**src/hw/rtl/ifmt_pkg.sv**
```systemverilog
// ----------------------------------------------------------------------------
// ifmt_pkg: shared types and constants of the integer field formatter
// Conversion and length codes, character codes, controller states, emit
// segments and the command/status words between controller and datapath.
// ----------------------------------------------------------------------------
package ifmt_pkg;

    // Saturation defaults for width and precision
    localparam int MAX_WIDTH_DEF     = 48;
    localparam int MAX_PRECISION_DEF = 48;

    // Conversion codes
    localparam logic [2:0] CONV_SDEC = 3'd0;
    localparam logic [2:0] CONV_UDEC = 3'd1;
    localparam logic [2:0] CONV_OCT  = 3'd2;
    localparam logic [2:0] CONV_HEXL = 3'd3;
    localparam logic [2:0] CONV_HEXU = 3'd4;
    localparam logic [2:0] CONV_PTR  = 3'd5;
    localparam logic [2:0] CONV_CHAR = 3'd6;
    localparam logic [2:0] CONV_ALT  = 3'd7;

    // Length codes
    localparam logic [2:0] LEN_LL    = 3'd2;
    localparam logic [2:0] LEN_SHORT = 3'd3;
    localparam logic [2:0] LEN_CHAR  = 3'd4;

    // Sign modes
    localparam logic [1:0] SMODE_SPACE = 2'd1;

    // Character codes
    localparam logic [7:0] CH_SPACE = 8'h20;
    localparam logic [7:0] CH_ZERO  = 8'h30;
    localparam logic [7:0] CH_PLUS  = 8'h2B;
    localparam logic [7:0] CH_MINUS = 8'h2D;
    localparam logic [7:0] CH_X_LC  = 8'h78;
    localparam logic [7:0] CH_X_UC  = 8'h58;

    localparam logic [127:0] DIGITS_LC = "0123456789abcdef";
    localparam logic [127:0] DIGITS_UC = "0123456789ABCDEF";

    // Digit store: 22 octal digits of 64 bits plus one octal leading zero
    localparam int DIG_N   = 23;
    localparam int DIG_W   = 5;
    localparam int BCD_N   = 20;
    localparam int CNT_W   = 7;
    localparam int STEP_W  = 5;
    localparam int SEG_N   = 8;

    typedef enum logic [2:0] {
        ST_IDLE,
        ST_CONV,
        ST_SIZE,
        ST_PLAN,
        ST_FIRST,
        ST_EMIT
    } state_t;

    // Emit segments, in output order
    typedef enum logic [2:0] {
        SEG_LPAD,
        SEG_SIGN,
        SEG_PRE0,
        SEG_PREX,
        SEG_ZPAD,
        SEG_PZERO,
        SEG_DIGIT,
        SEG_RPAD
    } seg_t;

    typedef struct packed {
        logic accept;
        logic conv_step;
        logic size_calc;
        logic plan;
        logic emit;
        logic load;
        seg_t seg;
        seg_t load_seg;
    } cmd_t;

    typedef struct packed {
        logic             conv_done;
        logic             cnt_last;
        logic             out_last;
        logic             empty;
        logic [SEG_N-1:0] seg_mask;
    } sts_t;

    // Map a digit value to its character
    function automatic logic [7:0] digit_char(input logic [3:0] d, input logic upper);
        logic [7:0] c;
        if (upper)
            c = DIGITS_UC[8*(15-int'(d)) +: 8];
        else
            c = DIGITS_LC[8*(15-int'(d)) +: 8];
        return c;
    endfunction

    // First segment at or after from whose mask bit is set
    function automatic seg_t find_seg(input logic [SEG_N-1:0] mask, input logic [3:0] from);
        seg_t res;
        res = SEG_RPAD;
        for (int i = SEG_N - 1; i >= 0; i--)
        begin
            if (4'(i) >= from && mask[i])
                res = seg_t'(3'(i));
        end
        return res;
    endfunction

endpackage

```
**src/hw/rtl/ifmt_ctrl.sv**
```systemverilog
// ----------------------------------------------------------------------------
// ifmt_ctrl: formatter sequencer
// Steps a request through conversion, sizing and planning, then walks the
// emit segments in order, skipping empty ones, one character per cycle.
// ----------------------------------------------------------------------------
module ifmt_ctrl (
    input  logic          clk,
    input  logic          rst_n,
    input  logic          start,
    output logic          busy,
    output ifmt_pkg::cmd_t cmd,
    input  ifmt_pkg::sts_t sts
);
    import ifmt_pkg::*;

    state_t state_reg, state_next;
    seg_t   seg_reg, seg_next;
    seg_t   found;

    // Hold state and current segment
    always_ff @(posedge clk or negedge rst_n)
    begin
        if (!rst_n)
        begin
            state_reg <= ST_IDLE;
            seg_reg   <= SEG_LPAD;
        end
        else
        begin
            state_reg <= state_next;
            seg_reg   <= seg_next;
        end
    end

    assign busy = (state_reg != ST_IDLE);

    // Next state and commands
    always_comb
    begin
        state_next   = state_reg;
        seg_next     = seg_reg;
        cmd          = '0;
        cmd.seg      = seg_reg;
        cmd.load_seg = seg_reg;
        found        = SEG_LPAD;
        unique case (state_reg)
            ST_IDLE:
            begin
                if (start)
                begin
                    cmd.accept = 1'b1;
                    state_next = ST_CONV;
                end
            end
            ST_CONV:
            begin
                if (sts.conv_done)
                    state_next = ST_SIZE;
                else
                    cmd.conv_step = 1'b1;
            end
            ST_SIZE:
            begin
                cmd.size_calc = 1'b1;
                state_next    = ST_PLAN;
            end
            ST_PLAN:
            begin
                cmd.plan   = 1'b1;
                state_next = ST_FIRST;
            end
            ST_FIRST:
            begin
                if (sts.empty)
                    state_next = ST_IDLE;
                else
                begin
                    found        = find_seg(sts.seg_mask, 4'd0);
                    cmd.load     = 1'b1;
                    cmd.load_seg = found;
                    seg_next     = found;
                    state_next   = ST_EMIT;
                end
            end
            ST_EMIT:
            begin
                cmd.emit = 1'b1;
                if (sts.cnt_last)
                begin
                    if (sts.out_last)
                        state_next = ST_IDLE;
                    else
                    begin
                        // advance to the next non-empty segment
                        found        = find_seg(sts.seg_mask, {1'b0, seg_reg} + 4'd1);
                        cmd.load     = 1'b1;
                        cmd.load_seg = found;
                        seg_next     = found;
                    end
                end
            end
            default:
            begin
                state_next = ST_IDLE;
            end
        endcase
    end

endmodule

```
**src/hw/rtl/ifmt_dpath.sv**
```systemverilog
// ----------------------------------------------------------------------------
// ifmt_dpath: formatter datapath
// Cuts and signs the value, builds the digit store (BCD by shift-add-3 four
// bits a cycle, or direct octal/hex slicing), sizes the field, plans the
// padding runs and drives the registered character word.
// ----------------------------------------------------------------------------
module ifmt_dpath #(
    parameter int MAX_WIDTH     = ifmt_pkg::MAX_WIDTH_DEF,
    parameter int MAX_PRECISION = ifmt_pkg::MAX_PRECISION_DEF
) (
    input  logic           clk,
    input  logic           rst_n,
    input  ifmt_pkg::cmd_t cmd,
    output ifmt_pkg::sts_t sts,
    input  logic [2:0]     conversion,
    input  logic [2:0]     length,
    input  logic [63:0]    value,
    input  logic           left_adjust,
    input  logic           zero_pad,
    input  logic           alternate,
    input  logic [1:0]     sign_mode,
    input  logic [5:0]     width,
    input  logic           has_precision,
    input  logic [5:0]     precision,
    output logic           strobe,
    output logic [7:0]     character,
    output logic           last
);
    import ifmt_pkg::*;

    // Request registers
    logic [2:0]        conv_reg;
    logic              ladj_reg, zpad_reg, alt_reg, hasp_reg;
    logic [5:0]        wid_reg, prec_reg;
    logic              has_sign_reg, hexpre_reg, upper_reg, mag_nz_reg;
    logic [7:0]        sign_reg, chr_reg;
    logic [63:0]       bin_reg;
    logic [STEP_W-1:0] steps_reg;
    logic [3:0]        dig_reg [DIG_N];

    // Plan registers
    logic [DIG_W-1:0]  size_reg;
    logic [CNT_W-1:0]  lpad_reg, zrun_reg, pz_reg, rpad_reg;
    logic [CNT_W-1:0]  left_reg, cnt_reg;

    // Output word
    logic       strobe_reg;
    logic [7:0] char_reg;
    logic       last_reg;

    // Accept-side decode
    logic [2:0]        conv_n;
    logic [63:0]       mask, cut, mag, aligned;
    logic              sbit, neg;
    logic [7:0]        sign_ch;
    logic              sign_on;
    logic [STEP_W-1:0] steps_n;
    logic [65:0]       mag_ext;
    logic [3:0]        dig_load [DIG_N];

    always_comb
    begin
        conv_n = (conversion == CONV_ALT) ? CONV_UDEC : conversion;
        unique case (length)
            LEN_LL:
            begin
                mask    = '1;
                sbit    = value[63];
                steps_n = STEP_W'(16);
            end
            LEN_SHORT:
            begin
                mask    = 64'h0000_0000_0000_FFFF;
                sbit    = value[15];
                steps_n = STEP_W'(4);
            end
            LEN_CHAR:
            begin
                mask    = 64'h0000_0000_0000_00FF;
                sbit    = value[7];
                steps_n = STEP_W'(2);
            end
            default:
            begin
                mask    = 64'h0000_0000_FFFF_FFFF;
                sbit    = value[31];
                steps_n = STEP_W'(8);
            end
        endcase
        cut = value & mask;
        neg = (conv_n == CONV_SDEC) && sbit;
        if (conv_n == CONV_PTR)
            mag = {32'd0, value[31:0]};
        else if (neg)
            mag = (~cut + 64'd1) & mask;
        else
            mag = cut;

        // sign character
        sign_on = 1'b0;
        sign_ch = CH_PLUS;
        if (conv_n == CONV_SDEC)
        begin
            if (neg)
            begin
                sign_on = 1'b1;
                sign_ch = CH_MINUS;
            end
            else if (sign_mode[1])
                sign_on = 1'b1;
            else if (sign_mode == SMODE_SPACE)
            begin
                sign_on = 1'b1;
                sign_ch = CH_SPACE;
            end
        end

        // left-align the magnitude for the BCD shifter
        unique case (length)
            LEN_LL:    aligned = mag;
            LEN_SHORT: aligned = mag << 48;
            LEN_CHAR:  aligned = mag << 56;
            default:   aligned = mag << 32;
        endcase

        // direct digit slicing for octal and hex
        mag_ext = {2'b00, mag};
        for (int i = 0; i < DIG_N; i++)
        begin
            dig_load[i] = 4'd0;
            if (conv_n == CONV_OCT && i < 22)
                dig_load[i] = {1'b0, mag_ext[3*i +: 3]};
            else if ((conv_n == CONV_HEXL || conv_n == CONV_HEXU || conv_n == CONV_PTR)
                     && i < 16)
                dig_load[i] = mag[4*i +: 4];
        end
    end

    // Shift-add-3 binary to BCD, four bits per step
    logic [4*BCD_N-1:0] bcd;
    logic [63:0]        bin;

    always_comb
    begin
        for (int j = 0; j < BCD_N; j++)
            bcd[4*j +: 4] = dig_reg[j];
        bin = bin_reg;
        for (int k = 0; k < 4; k++)
        begin
            for (int j = 0; j < BCD_N; j++)
            begin
                if (bcd[4*j +: 4] >= 4'd5)
                    bcd[4*j +: 4] = bcd[4*j +: 4] + 4'd3;
            end
            bcd = {bcd[4*BCD_N-2:0], bin[63]};
            bin = {bin[62:0], 1'b0};
        end
    end

    // Latch the request
    always_ff @(posedge clk)
    begin
        if (cmd.accept)
        begin
            conv_reg     <= conv_n;
            ladj_reg     <= left_adjust;
            zpad_reg     <= zero_pad;
            alt_reg      <= alternate;
            hasp_reg     <= has_precision;
            wid_reg      <= (width > 6'(MAX_WIDTH)) ? 6'(MAX_WIDTH) : width;
            prec_reg     <= (precision > 6'(MAX_PRECISION)) ? 6'(MAX_PRECISION) : precision;
            has_sign_reg <= sign_on;
            sign_reg     <= sign_ch;
            hexpre_reg   <= (conv_n == CONV_HEXL || conv_n == CONV_HEXU)
                            && alternate && (mag != 64'd0);
            upper_reg    <= (conv_n == CONV_HEXU);
            mag_nz_reg   <= (mag != 64'd0);
            chr_reg      <= value[7:0];
            bin_reg      <= aligned;
        end
        else if (cmd.conv_step)
            bin_reg <= bin;
    end

    // Build the digit store
    always_ff @(posedge clk)
    begin
        if (cmd.accept)
        begin
            for (int i = 0; i < DIG_N; i++)
                dig_reg[i] <= dig_load[i];
        end
        else if (cmd.conv_step)
        begin
            for (int j = 0; j < BCD_N; j++)
                dig_reg[j] <= bcd[4*j +: 4];
        end
    end

    // Count conversion steps
    always_ff @(posedge clk or negedge rst_n)
    begin
        if (!rst_n)
            steps_reg <= '0;
        else if (cmd.accept)
            steps_reg <= (conv_n == CONV_SDEC || conv_n == CONV_UDEC) ? steps_n : '0;
        else if (cmd.conv_step)
            steps_reg <= steps_reg - STEP_W'(1);
    end

    // Size the digit string
    logic [DIG_W-1:0] hi, sz;

    always_comb
    begin
        hi = '0;
        for (int i = 0; i < DIG_N; i++)
        begin
            if (dig_reg[i] != 4'd0)
                hi = DIG_W'(i + 1);
        end
        if (!mag_nz_reg && hasp_reg && prec_reg == 6'd0)
            sz = '0;
        else if (hi == '0)
            sz = DIG_W'(1);
        else
            sz = hi;
        // octal alternate form: leading zero unless one is already there
        if (conv_reg == CONV_OCT && alt_reg && (sz == '0 || mag_nz_reg))
            sz = sz + DIG_W'(1);
        if (conv_reg == CONV_CHAR)
            sz = DIG_W'(1);
    end

    always_ff @(posedge clk)
    begin
        if (cmd.size_calc)
            size_reg <= sz;
    end

    // Plan the padding runs
    logic             use_prec, zp;
    logic [CNT_W-1:0] dprec, size_c, body, pad;

    always_comb
    begin
        use_prec = hasp_reg && (conv_reg != CONV_CHAR);
        dprec    = use_prec ? CNT_W'(prec_reg) : '0;
        zp       = zpad_reg && !use_prec;
        size_c   = CNT_W'(size_reg);
        body     = ((dprec > size_c) ? dprec : size_c)
                   + CNT_W'(has_sign_reg) + (hexpre_reg ? CNT_W'(2) : '0);
        pad      = (CNT_W'(wid_reg) > body) ? (CNT_W'(wid_reg) - body) : '0;
    end

    always_ff @(posedge clk)
    begin
        if (cmd.plan)
        begin
            lpad_reg <= (!ladj_reg && !zp) ? pad : '0;
            zrun_reg <= (!ladj_reg && zp) ? pad : '0;
            rpad_reg <= ladj_reg ? pad : '0;
            pz_reg   <= (dprec > size_c) ? (dprec - size_c) : '0;
        end
    end

    // Segment lengths
    logic [CNT_W-1:0] seg_len;

    always_comb
    begin
        unique case (cmd.load_seg)
            SEG_LPAD:  seg_len = lpad_reg;
            SEG_SIGN:  seg_len = CNT_W'(1);
            SEG_PRE0:  seg_len = CNT_W'(1);
            SEG_PREX:  seg_len = CNT_W'(1);
            SEG_ZPAD:  seg_len = zrun_reg;
            SEG_PZERO: seg_len = pz_reg;
            SEG_DIGIT: seg_len = CNT_W'(size_reg);
            SEG_RPAD:  seg_len = rpad_reg;
            default:   seg_len = '0;
        endcase
    end

    // Track run and field counters
    always_ff @(posedge clk or negedge rst_n)
    begin
        if (!rst_n)
        begin
            cnt_reg  <= '0;
            left_reg <= '0;
        end
        else
        begin
            if (cmd.load)
                cnt_reg <= seg_len;
            else if (cmd.emit)
                cnt_reg <= cnt_reg - CNT_W'(1);
            if (cmd.plan)
                left_reg <= body + pad;
            else if (cmd.emit)
                left_reg <= left_reg - CNT_W'(1);
        end
    end

    // Pick the character of the current segment
    logic [DIG_W-1:0] dig_idx;
    logic [7:0]       ch;

    always_comb
    begin
        dig_idx = cnt_reg[DIG_W-1:0] - DIG_W'(1);
        unique case (cmd.seg)
            SEG_LPAD:  ch = CH_SPACE;
            SEG_SIGN:  ch = sign_reg;
            SEG_PRE0:  ch = CH_ZERO;
            SEG_PREX:  ch = upper_reg ? CH_X_UC : CH_X_LC;
            SEG_ZPAD:  ch = CH_ZERO;
            SEG_PZERO: ch = CH_ZERO;
            SEG_DIGIT:
            begin
                if (conv_reg == CONV_CHAR)
                    ch = chr_reg;
                else
                    ch = digit_char(dig_reg[dig_idx], upper_reg);
            end
            SEG_RPAD:  ch = CH_SPACE;
            default:   ch = CH_SPACE;
        endcase
    end

    // Register the output word
    always_ff @(posedge clk or negedge rst_n)
    begin
        if (!rst_n)
            strobe_reg <= 1'b0;
        else
            strobe_reg <= cmd.emit;
    end

    always_ff @(posedge clk)
    begin
        if (cmd.emit)
        begin
            char_reg <= ch;
            last_reg <= (left_reg == CNT_W'(1));
        end
    end

    assign strobe    = strobe_reg;
    assign character = char_reg;
    assign last      = last_reg;

    // Status to the sequencer
    always_comb
    begin
        sts.conv_done = (steps_reg == '0);
        sts.cnt_last  = (cnt_reg == CNT_W'(1));
        sts.out_last  = (left_reg == CNT_W'(1));
        sts.empty     = (left_reg == '0);
        sts.seg_mask[SEG_LPAD]  = (lpad_reg != '0);
        sts.seg_mask[SEG_SIGN]  = has_sign_reg;
        sts.seg_mask[SEG_PRE0]  = hexpre_reg;
        sts.seg_mask[SEG_PREX]  = hexpre_reg;
        sts.seg_mask[SEG_ZPAD]  = (zrun_reg != '0);
        sts.seg_mask[SEG_PZERO] = (pz_reg != '0);
        sts.seg_mask[SEG_DIGIT] = (size_reg != '0);
        sts.seg_mask[SEG_RPAD]  = (rpad_reg != '0);
    end

endmodule

```
**src/hw/rtl/integer_field_formatter_top.sv**
```systemverilog
// ----------------------------------------------------------------------------
// integer_field_formatter_top: printf-style integer conversion engine
// Turns one parsed integer or character conversion request into its field
// characters, one word per cycle, with last on the final character.
// ----------------------------------------------------------------------------
// A request is taken when start is high and busy is low. The block then
// stays busy through the S decimal conversion steps, sizing, planning and
// the N characters of the field (0 to 50 with the default width and
// precision limits). The binary to BCD shifter handles four bits a cycle,
// so S is 2, 4, 8 or 16 for a char, short, 32-bit or 64-bit decimal value
// and 0 for octal, hex, pointer and char conversions. Characters leave on
// consecutive cycles, each on character/last for exactly one cycle with
// strobe high; the receiver cannot stall them. The final character appears
// in the first cycle busy is low again, so a new request may be taken
// alongside it. An empty field produces no word at all.
// ----------------------------------------------------------------------------
module integer_field_formatter_top #(
    parameter int MAX_WIDTH     = ifmt_pkg::MAX_WIDTH_DEF,
    parameter int MAX_PRECISION = ifmt_pkg::MAX_PRECISION_DEF
) (
    input  logic        clk,
    input  logic        rst_n,
    input  logic        start,
    output logic        busy,
    input  logic [2:0]  conversion,
    input  logic [2:0]  length,
    input  logic [63:0] value,
    input  logic        left_adjust,
    input  logic        zero_pad,
    input  logic        alternate,
    input  logic [1:0]  sign_mode,
    input  logic [5:0]  width,
    input  logic        has_precision,
    input  logic [5:0]  precision,
    output logic        strobe,
    output logic [7:0]  character,
    output logic        last
);
    import ifmt_pkg::*;

    cmd_t cmd;
    sts_t sts;

    ifmt_ctrl u_ctrl (
        .clk   (clk),
        .rst_n (rst_n),
        .start (start),
        .busy  (busy),
        .cmd   (cmd),
        .sts   (sts)
    );

    ifmt_dpath #(
        .MAX_WIDTH     (MAX_WIDTH),
        .MAX_PRECISION (MAX_PRECISION)
    ) u_dpath (
        .clk           (clk),
        .rst_n         (rst_n),
        .cmd           (cmd),
        .sts           (sts),
        .conversion    (conversion),
        .length        (length),
        .value         (value),
        .left_adjust   (left_adjust),
        .zero_pad      (zero_pad),
        .alternate     (alternate),
        .sign_mode     (sign_mode),
        .width         (width),
        .has_precision (has_precision),
        .precision     (precision),
        .strobe        (strobe),
        .character     (character),
        .last          (last)
    );

endmodule

```
**config.mk**
```make
export PLATFORM = sky130hd
export DESIGN_NAME = integer_field_formatter_top
export DESIGN_NICKNAME = d
export VERILOG_FILES = /design/src/hw/rtl/ifmt_pkg.sv /design/src/hw/rtl/ifmt_ctrl.sv /design/src/hw/rtl/ifmt_dpath.sv /design/src/hw/rtl/integer_field_formatter_top.sv
export SDC_FILE = /design/constraint.sdc
export NUM_CORES = 1
export LEC_CHECK = 0
export BUFFER_PORTS_ARGS = -buffer_cell sky130_fd_sc_hd__buf_4
export CAP_MARGIN = 0
export CORE_ASPECT_RATIO = 2
export CORE_MARGIN = 10
export CORE_UTILIZATION = 45
export DETAILED_ROUTE_END_ITERATION = 10
export GPL_TIMING_DRIVEN = 0
export PLACE_DENSITY = 0.61
export SYNTH_ARGS = -nofsm -noshare
export SYNTH_HDL_FRONTEND = slang
export SYNTH_SLANG_ARGS = --single-unit
```
**constraint.sdc**
```tcl
create_clock -name clk -period 8 [get_ports clk]
set_clock_uncertainty 0.05 [all_clocks]
set_input_delay 1.2 -clock clk [delete_from_list [all_inputs] [get_ports clk]]
set_output_delay 1.2 -clock clk [all_outputs]
set_load 0.05 [all_outputs]
```
# Yosys cells after proc, flatten, opt, wreduce, memory -nomap -nowiden
# Memory sizes are Yosys's and may differ from the RTL's.
# Cells that the tools add are included.
dict set report word_totals {
  reg_bits 169
  mem_bits_rw 92
  in_bits 91
  out_inout_bits 11
  elab_cells 583
  mem_count 1
}
dict set report op_classes {
  addsub 93
  n_lt_le_gt_ge 91
  n_eq_ne 38
  n_shift 2
  mux 234
  n_bitwise 24
  reduce_logical 72
}
# memory words width read_ports rd_ports_with_merged_regs wr line
set memory_table {}
lappend memory_table {u_dpath.dig_reg 23 4 24 0 23 ifmt_dpath.sv:39} ;# logic [3:0] dig_reg [DIG_N];
# op n
set ops {}
lappend ops {{$mux 4} 137}
lappend ops {{$pmux 64 s3} 2}
lappend ops {{$ge 4x3->1 const B} 80}
lappend ops {{$add 4x2->4 const B} 76}
lappend ops {{$mux 64} 4}
lappend ops {{$shiftx 128x32->8 const A} 2}
lappend ops {{$and 64x64->64} 2}
lappend ops {{$mux 3} 31}
lappend ops {{$reduce_bool 4->1} 23}
lappend ops {{$mux 5} 14}
lappend ops {{$add 64x1->64 const B} 1}
lappend ops {{$not 64->64} 1}
lappend ops {{$reduce_bool 64->1} 1}
lappend ops {{$eq 3x3->1 const B} 15}
lappend ops {{$mux 7} 6}
lappend ops {{$pmux 7 s6} 1}
lappend ops {{$pmux 8 s5} 1}
lappend ops {{$eq 3x2->1 const B} 11}
lappend ops {{$mux 1} 22}
lappend ops {{$reduce_bool 7->1} 3}
lappend ops {{$or 1x1->1} 20}
lappend ops {{$logic_and 1x1->1} 18}
lappend ops {{$pmux 3 s6} 1}
lappend ops {{$mux 8} 2}
lappend ops {{other kinds (40)} 80}

# Longest topological paths before layout
# Gate-level depths: netlist (run 1).
# An unclocked memory read counts as a cell.
dict set report logic_depth {
  ltp_word 32
  mapped_depth 34
  mapped_depth_nobuf 32
}

# Hierarchy
# Synthesis (run 1) repeated with hierarchy kept, for this count alone.
dict set report hier_totals {
  cells_unflattened 2878
  hier_area_um2 25109.1
}
# mod instances cells_per_inst area_per_inst_um2 seq_area_each_um2
set modules_own_cells {}
lappend modules_own_cells {ifmt_dpath 1 2796 24461.0 7226.9}
lappend modules_own_cells {ifmt_ctrl 1 82 648.1 150.1}

# Worst setup path after synthesis (run 1)
# OpenSTA, ideal clock, no wires.
dict set report synth_path {
  kind {flip-flop to flip-flop}
  startpoint {reg u_dpath.conv_reg[0]}
  endpoint {reg u_dpath.left_reg[5]}
  setup_time_ns 0.134
  arrival_time_ns 6.114
  required_ns 7.816
  path_slack_ns 1.702
  stages_incl_launch_ff 31
  path_buffers 2
  synth_period_minus_slack_ns 6.298
  path_cell_list {edfxtp_1 nand3b_1 clkbuf_1 and3_1 ha_1 and3_1 a311oi_1 a32oi_1 clkbuf_1 nand3_1 o21ai_0 ha_1 fa_1 inv_1 ha_1 nor2b_1 o21ai_0 a21oi_1 o21ai_0 a21oi_1 o32a_1 nand2_1 or2_2 inv_1 ha_1 a21o_1 a21o_1 a21o_1 a21oi_1 xor2_1 o21ai_0}
}
dict set report synth_between {
  elab_chain_len 11
  word_cells_on_any_way 12
  cone_classes {add/sub (4); order compare (2); eq/ne (1); mux (4); reduce/logical (1)}
}
# item line
set synth_lines {}
lappend synth_lines {{start, declared} ifmt_dpath.sv:32} ;# logic [2:0] conv_reg;
lappend synth_lines {{start signal, assigned} ifmt_dpath.sv:165} ;# conv_reg <= conv_n;
lappend synth_lines {{$ne 3x3->1 (*)} ifmt_dpath.sv:247} ;# use_prec = hasp_reg && (conv_reg != CONV_CHAR);
lappend synth_lines {{$logic_and 1x1->1 (*)} ifmt_dpath.sv:247}
lappend synth_lines {{$mux 6 (*)} ifmt_dpath.sv:248} ;# dprec = use_prec ? CNT_W'(prec_reg) : '0;
lappend synth_lines {{$gt 7x5->1} ifmt_dpath.sv:251} ;# body = ((dprec > size_c) ? dprec : size_c)
lappend synth_lines {{$mux 7 (*)} ifmt_dpath.sv:251}
lappend synth_lines {{$add 7x1->7 (*)} ifmt_dpath.sv:252} ;# + CNT_W'(has_sign_reg) + (hexpre_reg ? CNT_W'(2) : '0);
lappend synth_lines {{$add 7x7->7 (*)} ifmt_dpath.sv:252}
lappend synth_lines {{$sub 6x7->7 or $gt 6x7->1 (tied branches)} ifmt_dpath.sv:253} ;# pad = (CNT_W'(wid_reg) > body) ? (CNT_W'(wid_reg) - body) : '0;
lappend synth_lines {{$mux 7 (*)} ifmt_dpath.sv:253}
lappend synth_lines {{net u_dpath.pad[1]} ifmt_dpath.sv:243} ;# logic [CNT_W-1:0] dprec, size_c, body, pad;
lappend synth_lines {{$add 7x7->7 (*)} ifmt_dpath.sv:300} ;# left_reg <= body + pad;
lappend synth_lines {{$mux 7 (*)} ifmt_dpath.sv:299} ;# if (cmd.plan)
lappend synth_lines {{end signal, assigned} ifmt_dpath.sv:300}
lappend synth_lines {{end signal, assigned} ifmt_dpath.sv:302} ;# left_reg <= left_reg - CNT_W'(1);
lappend synth_lines {{end, declared} ifmt_dpath.sv:44} ;# logic [CNT_W-1:0] left_reg, cnt_reg;
# The timed path passes the listed nets; every way through them passes the cells marked *.
# A chain may end at the register's enable or synchronous reset.

# Worst setup path in the final report (run 1)
# Same ends and word-level chain as after synthesis.

==> results of run 1 <==
[what timing repair did]
action | 4_1_cts | 5_1_grt
setup buffers | 0 | 0
gates resized for setup | 1 | 5
setup endpoints to repair | 1 | 3
[metal layers]
layer,global-route usage (%),vias up,wire length (microns)
met3,5.09,452,6140
met2,57.0,1131,55000
li1,-,10900,-
met4,28.4,4,11000
met1,26.1,11600,31900
met5,0,-,20
[cell usage in the layout, fill, tap and decap left out, types with 39 or more instances in the layout]
cell / n
sky130_fd_sc_hd__a21o_1: 46
sky130_fd_sc_hd__nor2_1: 219
sky130_fd_sc_hd__nor2b_1: 39
sky130_fd_sc_hd__xnor2_1: 111
sky130_fd_sc_hd__ha_1: 203
sky130_fd_sc_hd__mux2_2: 49
sky130_fd_sc_hd__nand2b_1: 99
sky130_fd_sc_hd__mux2i_1: 118
sky130_fd_sc_hd__o21ai_0: 162
sky130_fd_sc_hd__nor3_1: 55
sky130_fd_sc_hd__nand2_1: 216
sky130_fd_sc_hd__clkbuf_1: 74
sky130_fd_sc_hd__nor3b_1: 45
sky130_fd_sc_hd__a211oi_1: 45
sky130_fd_sc_hd__a21oi_1: 187
sky130_fd_sc_hd__inv_1: 228
sky130_fd_sc_hd__edfxtp_1: 224
sky130_fd_sc_hd__buf_4: 102
sky130_fd_sc_hd__nand3_1: 44
[cells in the mapped netlist (10+ instances only)]
cell,count
sky130_fd_sc_hd__a2111oi_0,16
sky130_fd_sc_hd__a211o_1,14
sky130_fd_sc_hd__a211oi_1,47
sky130_fd_sc_hd__a21boi_0,21
sky130_fd_sc_hd__a21o_1,46
sky130_fd_sc_hd__a21oi_1,188
sky130_fd_sc_hd__a22o_1,11
sky130_fd_sc_hd__a22oi_1,17
sky130_fd_sc_hd__a31oi_1,35
sky130_fd_sc_hd__and2_1,33
sky130_fd_sc_hd__and3_1,28
sky130_fd_sc_hd__buf_2,18
sky130_fd_sc_hd__clkbuf_1,70
sky130_fd_sc_hd__dfrtp_1,26
sky130_fd_sc_hd__edfxtp_1,224
sky130_fd_sc_hd__ha_1,203
sky130_fd_sc_hd__inv_1,229
sky130_fd_sc_hd__mux2_2,49
sky130_fd_sc_hd__mux2i_1,118
sky130_fd_sc_hd__mux4_2,27
sky130_fd_sc_hd__nand2_1,218
sky130_fd_sc_hd__nand2b_1,99
sky130_fd_sc_hd__nand3_1,44
sky130_fd_sc_hd__nand4_1,18
sky130_fd_sc_hd__nor2_1,219
sky130_fd_sc_hd__nor2b_1,39
sky130_fd_sc_hd__nor3_1,55
sky130_fd_sc_hd__nor3b_1,45
sky130_fd_sc_hd__nor4_1,24
sky130_fd_sc_hd__o2111ai_1,10
sky130_fd_sc_hd__o211ai_1,29
sky130_fd_sc_hd__o21a_1,31
sky130_fd_sc_hd__o21ai_0,162
sky130_fd_sc_hd__o21ai_1,11
sky130_fd_sc_hd__o221ai_1,26
sky130_fd_sc_hd__o22a_1,11
sky130_fd_sc_hd__o22ai_1,33
sky130_fd_sc_hd__o31ai_1,19
sky130_fd_sc_hd__or3_1,22
sky130_fd_sc_hd__or3b_2,13
sky130_fd_sc_hd__or4_1,13
sky130_fd_sc_hd__xnor2_1,111
sky130_fd_sc_hd__xor2_1,34
[worst min-delay path: cells and delay by family, from the launching register on]
kind / cells / cell delay [ps]
simple gates: 2 / 100
flops: 1 / 330
[how the worst max path moves through the flow]
| stage | start | to | slack (ps) |
|---|---|---|---|
| after floorplan | u_dpath.conv_reg[0] | u_dpath.left_reg[5] | 1700 |
| after global placement | u_dpath.conv_reg[1] | u_dpath.left_reg[5] | 110 |
| after detailed placement | u_dpath.conv_reg[1] | u_dpath.left_reg[5] | 7 |
| after CTS | u_dpath.conv_reg[1] | u_dpath.left_reg[5] | 180 |
| after global routing | u_dpath.conv_reg[0] | u_dpath.left_reg[5] | 10 |
| final | u_dpath.conv_reg[0] | u_dpath.left_reg[5] | 440 |
[final cells by class]
cell class | count | area (sq um) | area share (%)
multi-input cells | 2280 | 16500 | 59.3
flip-flops and latches | 250 | 7380 | 26.5
well taps | 744 | 931 | 3.35
inverters | 232 | 871 | 3.13
repair buffers | 102 | 822 | 2.96
clock buffers | 35 | 726 | 2.61
plain buffers | 100 | 442 | 1.59
clock inverters | 13 | 154 | 0.553
diodes | 3 | 7.51 | 0.0270
[per-stage QoR]
stage,setup WS (ps),instances,hold WS [ps]
after detailed placement,6.63,3707,459
after global placement,113,3703,453
after global routing,12.9,3756,479
after CTS,179,3755,472
final,438,3759,476
after floorplan,1700,2863,433
[cells by family after synthesis]
family | Yosys count | synth area share, %
adders and majority gates | 206 | 10.4
and+or+nand+nor | 913 | 18.8
DFF | 250 | 29.4
xor gates and xnor gates | 145 | 5.06
buffers and inverters | 333 | 5.23
AOI/OAI and AO/OA | 821 | 21.9
muxes | 195 | 9.38
==> qor_table.md, run 1 <==
| Item | Value | Unit |
|---|---|---|
| Share of the synthesized area in the top cell type | 26.8 | % |
| WHS Path Cells | 2 | - |
| Total of fill cells in the finished design | 5365 | - |
| Setup repair after global routing missed its margin | false | - |
| Flip-flop and latch count after synthesis | 250 | - |
| Post-DR wirelength/cell | 27.7 | microns |
| CP required | 8370 | ps |
| Min-Delay Startpoint | u_dpath.bin_reg[32] | - |
| Data arrival time at the worst-slack endpoint | 7930 | ps |
| Maximum number of pins on one net before global-route repair | 65 | - |
| Number of slew-limit violations in the final report | 6 | - |
| Routed wire length | 104000 | microns |
| Die footprint | 66200 | sq um |
| CTS tree | built | - |
| Number of placement rows | 122 | - |
| Final HPWL from detailed placement | 84400 | microns |
| Final core utilization | 50.3 | % |
| Overall via count from detail_route | 24000 | - |
| Congestion Overflow GR | 0 | - |
| Max reg flops | 84 | - |
| Number of antenna violations at the first check in global routing | 6 | - |
| Top Family by Delay on Critical Path | compound AO/OA/AOI/OAI gates | - |
| Status | complete, but fails checks | - |
| Effective utilization at floorplan | 45.5 | % |
| Cells after Synth | 2863 | - |
| Number of enable-type register cells in the synthesized netlist | 224 | - |
| Highest achievable clock rate | 132 | MHz |
| Area delta synth->final | 10.8 | % |
| Port-buffer cells | 96 | - |
| Buffer levels on the longest clock path | 3 | - |
| Biggest area consumer among synthesized cells | sky130_fd_sc_hd__edfxtp_1 | - |
| Reg2reg setup slack | 440 | ps |
| Reg2reg path depth | 30 | - |
| Vias per cell | 6.39 | - |
| Post-synthesis net count | 3160 | - |
| # clock sinks | 250 | - |
| Total count of hold-check failures in the final report | 0 | - |
| Drc violations | 0 | - |
| Count of routing violations after the opening detailed-route iteration | 1913 | - |
| Post-route ant nets | 0 | - |
| Time the worst path needs with I/O delays and setup | 7560 | ps |
| Post-route standard cell area excluding fillers | 27800 | sq um |
| Post-Synthesis Mean Instance Area | 8.77 | sq um |
| Pre-Repair DR Iteration Count | 6 | - |
| Pin slew with the least headroom to its limit | 1600 | ps |
| Worst Hold Path EP | u_dpath.bin_reg[36] | - |
| Synth Warn # | 0 | - |
| Slowest cell on the critical path | sky130_fd_sc_hd__fa_1 | - |
| Distinct cells, synth | 95 | - |
| Maximum fanout encountered on the critical timing path | 10 | - |
| Kind of critical path | flop to flop | - |
| Category of the worst setup path launch point | flop | - |
| WP depth | 30 | - |
| Classification of the worst-slack hold path | flop to flop | - |
| Violated checks | max-capacitance violations, max-slew violations | - |
| Buffer and inverter count on the worst path | 4 | - |
| Wire length of the first global-routing pass | 151000 | microns |
| H-Tree Level Count | 1 | - |
| Die extent in x | 187 | microns |
| Most used DFF post-synth | sky130_fd_sc_hd__edfxtp_1 | - |
| Critical path capture point type | flop | - |
| Clock latency of the later-clocked register in the worst-skew pair | 570 | ps |
| Share of layout cells above drive strength 1 | 10.1 | % |
| Capturing point of the worst reg2reg path | u_dpath.left_reg[5] | - |
| Die height | 354 | microns |
| Fraction of the cycle the final worst path needs | 94.5 | % |
| Fin nets | 3289 | - |
| Area of placed instances | 26900 | sq um |
| Setup violations, final | 0 | - |
| Number of buffers created by CTS | 26 | - |
| Global placement routability congestion | 1.01 | - |
| CTS hold repair buffers | 0 | - |
| Number of global-route vias before repair | 24400 | - |
| Post-synthesis instance area | 25100 | sq um |
| Maximum cell stage delay along the critical path | 470 | ps |
| Sequential fraction of the synthesis area | 29.4 | % |
| Ranking of synthesized cells by area | sky130_fd_sc_hd__edfxtp_1, sky130_fd_sc_hd__ha_1, sky130_fd_sc_hd__mux2i_1, sky130_fd_sc_hd__xnor2_1, sky130_fd_sc_hd__a21oi_1 | - |
| Clock slew seen by the registers of the worst setup and hold paths | 70 | ps |
| Max capacitance violation total | 1 | - |
| Core box area | 55300 | sq um |
| Synth async-reset ratio | 10.4 | % |
| Slew Limit Headroom | -7.55 | % |
| Setup TNS after final layout | 0 | ps |
| CTS Root Buffer Type | sky130_fd_sc_hd__clkbuf_16 | - |
| Critical register-to-register path startpoint | u_dpath.conv_reg[0] | - |
| GRT Overall Usage | 30.1 | % |
| I/O Pins | 102 | - |
Power of run 1 is not shown: default switching activity piles up to over one toggle a cycle in this logic, so the estimate is an artifact.
==> inputs of run 2 (changes only) <==
- SYNTH_HIERARCHICAL: unset -> 1
==> run 2 against run 1 <==
  * Utilization barely moved
  * Critical path type unchanged
  * Worst hold slack better by 9.8 ps
  * Synthesized area about the same
  * Critical path depth rose by 6
  * Critical endpoint is now u_dpath/left_reg[5]
  * The run still ends with max-capacitance violations, max-slew violations left
  * Synthesized cell count grew 0.42%
  * Wire length fell by 1.5%
  * Highest routed layer unchanged
  * Cell count increased by 0.48%
  * Via count fell by 1.5%
  * Flip-flop and latch count did not move
  * Largest cell class unchanged
  * Design area barely moved
==> qor_table.md, run 2 <==
| Item | Value | Unit |
|---|---|---|
| Post-route standard cell area excluding fillers | 27800 | sq um |
| Wire length of the first global-routing pass | 149000 | microns |
| Layout Cells excl Fill | 3777 | - |
| H-Tree Level Count | 1 | - |
| Port-buffer cells | 98 | - |
| Pin slew with the least headroom to its limit | 1590 | ps |
| Number of buffers created by CTS | 28 | - |
| Die height | 354 | microns |
| Kind of critical path | flop to flop | - |
| Post-CTS setup buffer count | 0 | - |
| CTS Root Buffer Type | sky130_fd_sc_hd__clkbuf_16 | - |
| Most prevalent standard cell on the critical path | sky130_fd_sc_hd__a21o_1 | - |
| Buffer levels on the longest clock path | 3 | - |
| Maximum number of pins on one net before global-route repair | 98 | - |
| Max capacitance violation total | 1 | - |
| I/O Pins | 102 | - |
| Category of the worst setup path launch point | flop | - |
| Slew Limit Headroom | -6.04 | % |
| Setup repair after global routing missed its margin | false | - |
| Share of layout cells above drive strength 1 | 10.6 | % |
| Maximum fanout encountered on the critical timing path | 10 | - |
| Cells after Synth | 2875 | - |
| Vias per cell | 6.27 | - |
| Classification of the worst-slack hold path | flop to flop | - |
| Die footprint | 66200 | sq um |
| Global placement routability congestion | 1.06 | - |
| Max reg flops | 84 | - |
| Total count of hold-check failures in the final report | 0 | - |
| CP required | 8370 | ps |
| Slowest cell on the critical path | sky130_fd_sc_hd__edfxtp_1 | - |
| Status | complete, but fails checks | - |
| Post-route ant nets | 0 | - |
| Routed wire length | 102000 | microns |
| Number of placed cells counting well taps | 3724 | - |
| Count of routing violations after the opening detailed-route iteration | 1768 | - |
| Drc violations | 0 | - |
| Violated checks | max-capacitance violations, max-slew violations | - |
| Pre-Repair DR Iteration Count | 6 | - |
| Post-Synthesis Mean Instance Area | 8.73 | sq um |
| Highest achievable clock rate | 134 | MHz |
| Maximum cell stage delay along the critical path | 400 | ps |
| Post-synthesis net count | 3170 | - |
| Fin nets | 3305 | - |
| Effective utilization at floorplan | 45.4 | % |
| Congestion Overflow GR | 0 | - |
| CTS tree | built | - |
| Post-synthesis instance area | 25100 | sq um |
| Top Family by Delay on Critical Path | compound AO/OA/AOI/OAI gates | - |
| Critical path capture point type | flop | - |
| Leading cell types in the layout, fill and taps excluded | sky130_fd_sc_hd__nor2_1, sky130_fd_sc_hd__inv_1, sky130_fd_sc_hd__edfxtp_1 | - |
| Number of antenna violations at the first check in global routing | 3 | - |
| Core box area | 55300 | sq um |
| Clock latency of the later-clocked register in the worst-skew pair | 590 | ps |
| Time the worst path needs with I/O delays and setup | 7440 | ps |
| GRT Overall Usage | 29.7 | % |
| Most common library cell in the layout ignoring fill and taps | sky130_fd_sc_hd__nor2_1 | - |
| Post-DR wirelength/cell | 27.1 | microns |
| Synth Warn # | 6 | - |
| Buffer and inverter count on the worst path | 8 | - |
| # clock sinks | 250 | - |
| Fraction of the cycle the final worst path needs | 93.0 | % |
| Number of slew-limit violations in the final report | 6 | - |
| Number of placement rows | 122 | - |
| Setup violations, final | 0 | - |
| Data arrival time at the worst-slack endpoint | 7820 | ps |
| Overall via count from detail_route | 23700 | - |
| Area delta synth->final | 10.8 | % |
| Final HPWL from detailed placement | 82500 | microns |
| Number of global-route vias before repair | 23900 | - |
| Area of placed instances | 26900 | sq um |
| Clock slew seen by the registers of the worst setup and hold paths | 60 | ps |
| Die extent in x | 187 | microns |
-- run 2: metal layers --
| metal | GRT usage, % | wire length [microns] | vias up |
|---|---|---|---|
| met3 | 4.80 | 5550 | 414 |
| met2 | 56.3 | 53900 | 1021 |
| met1 | 26.2 | 32300 | 11500 |
| li1 | - | - | 10800 |
| met4 | 26.8 | 10500 | 6 |
| met5 | 0 | 47 | - |
-- run 2: timing repair --
action,CTS,global route
gates resized for setup,0,7
hold buffers,0,0
endpoints found under the setup margin,0,3
endpoints found under the hold margin,0,0
-- run 2: final timing paths --
kind | startpoint | to | slack (ps) | cells past startpoint
setup / recovery | u_dpath/conv_reg[0] | u_dpath/left_reg[5] | 560 | 36
hold / removal | u_dpath/bin_reg[29] | u_dpath/bin_reg[33] | 490 | 1
setup reg to reg | u_dpath/conv_reg[0] | u_dpath/left_reg[5] | 560 | 36
hold reg to reg | u_dpath/bin_reg[29] | u_dpath/bin_reg[33] | 490 | 1
max in group asynchronous | rst_n | u_dpath/left_reg[4] | 7060 | 1
min in group asynchronous | rst_n | u_ctrl/seg_reg[0] | 510 | 1
-- run 2: area by class of cell --
cell class / count / area (sq um)
Inverter: 261 / 985
Clock buffer: 36 / 762
Antenna cell: 2 / 5.00
Clock inverter: 15 / 138
Tap cell: 744 / 931
Fill cell: 5416 / 27500
Multi-Input combinational cell: 2258 / 16300
Buffer: 105 / 470
Timing Repair Buffer: 106 / 836
Sequential cell: 250 / 7380
-- run 2: through the flow --
step           worst slack (ps)  hold slack, ps  setup TNS, ps  util, %
2_1_floorplan              1330             429              0        -
3_3_place_gp              -1390             457        -197370     48.4
3_5_place_dp                176             474              0     48.6
4_1_cts                     128             489              0     50.3
5_1_grt                    71.4             497              0     50.3
6_report                    558             486              0     50.3
Power of run 2 is left out for the same reason.
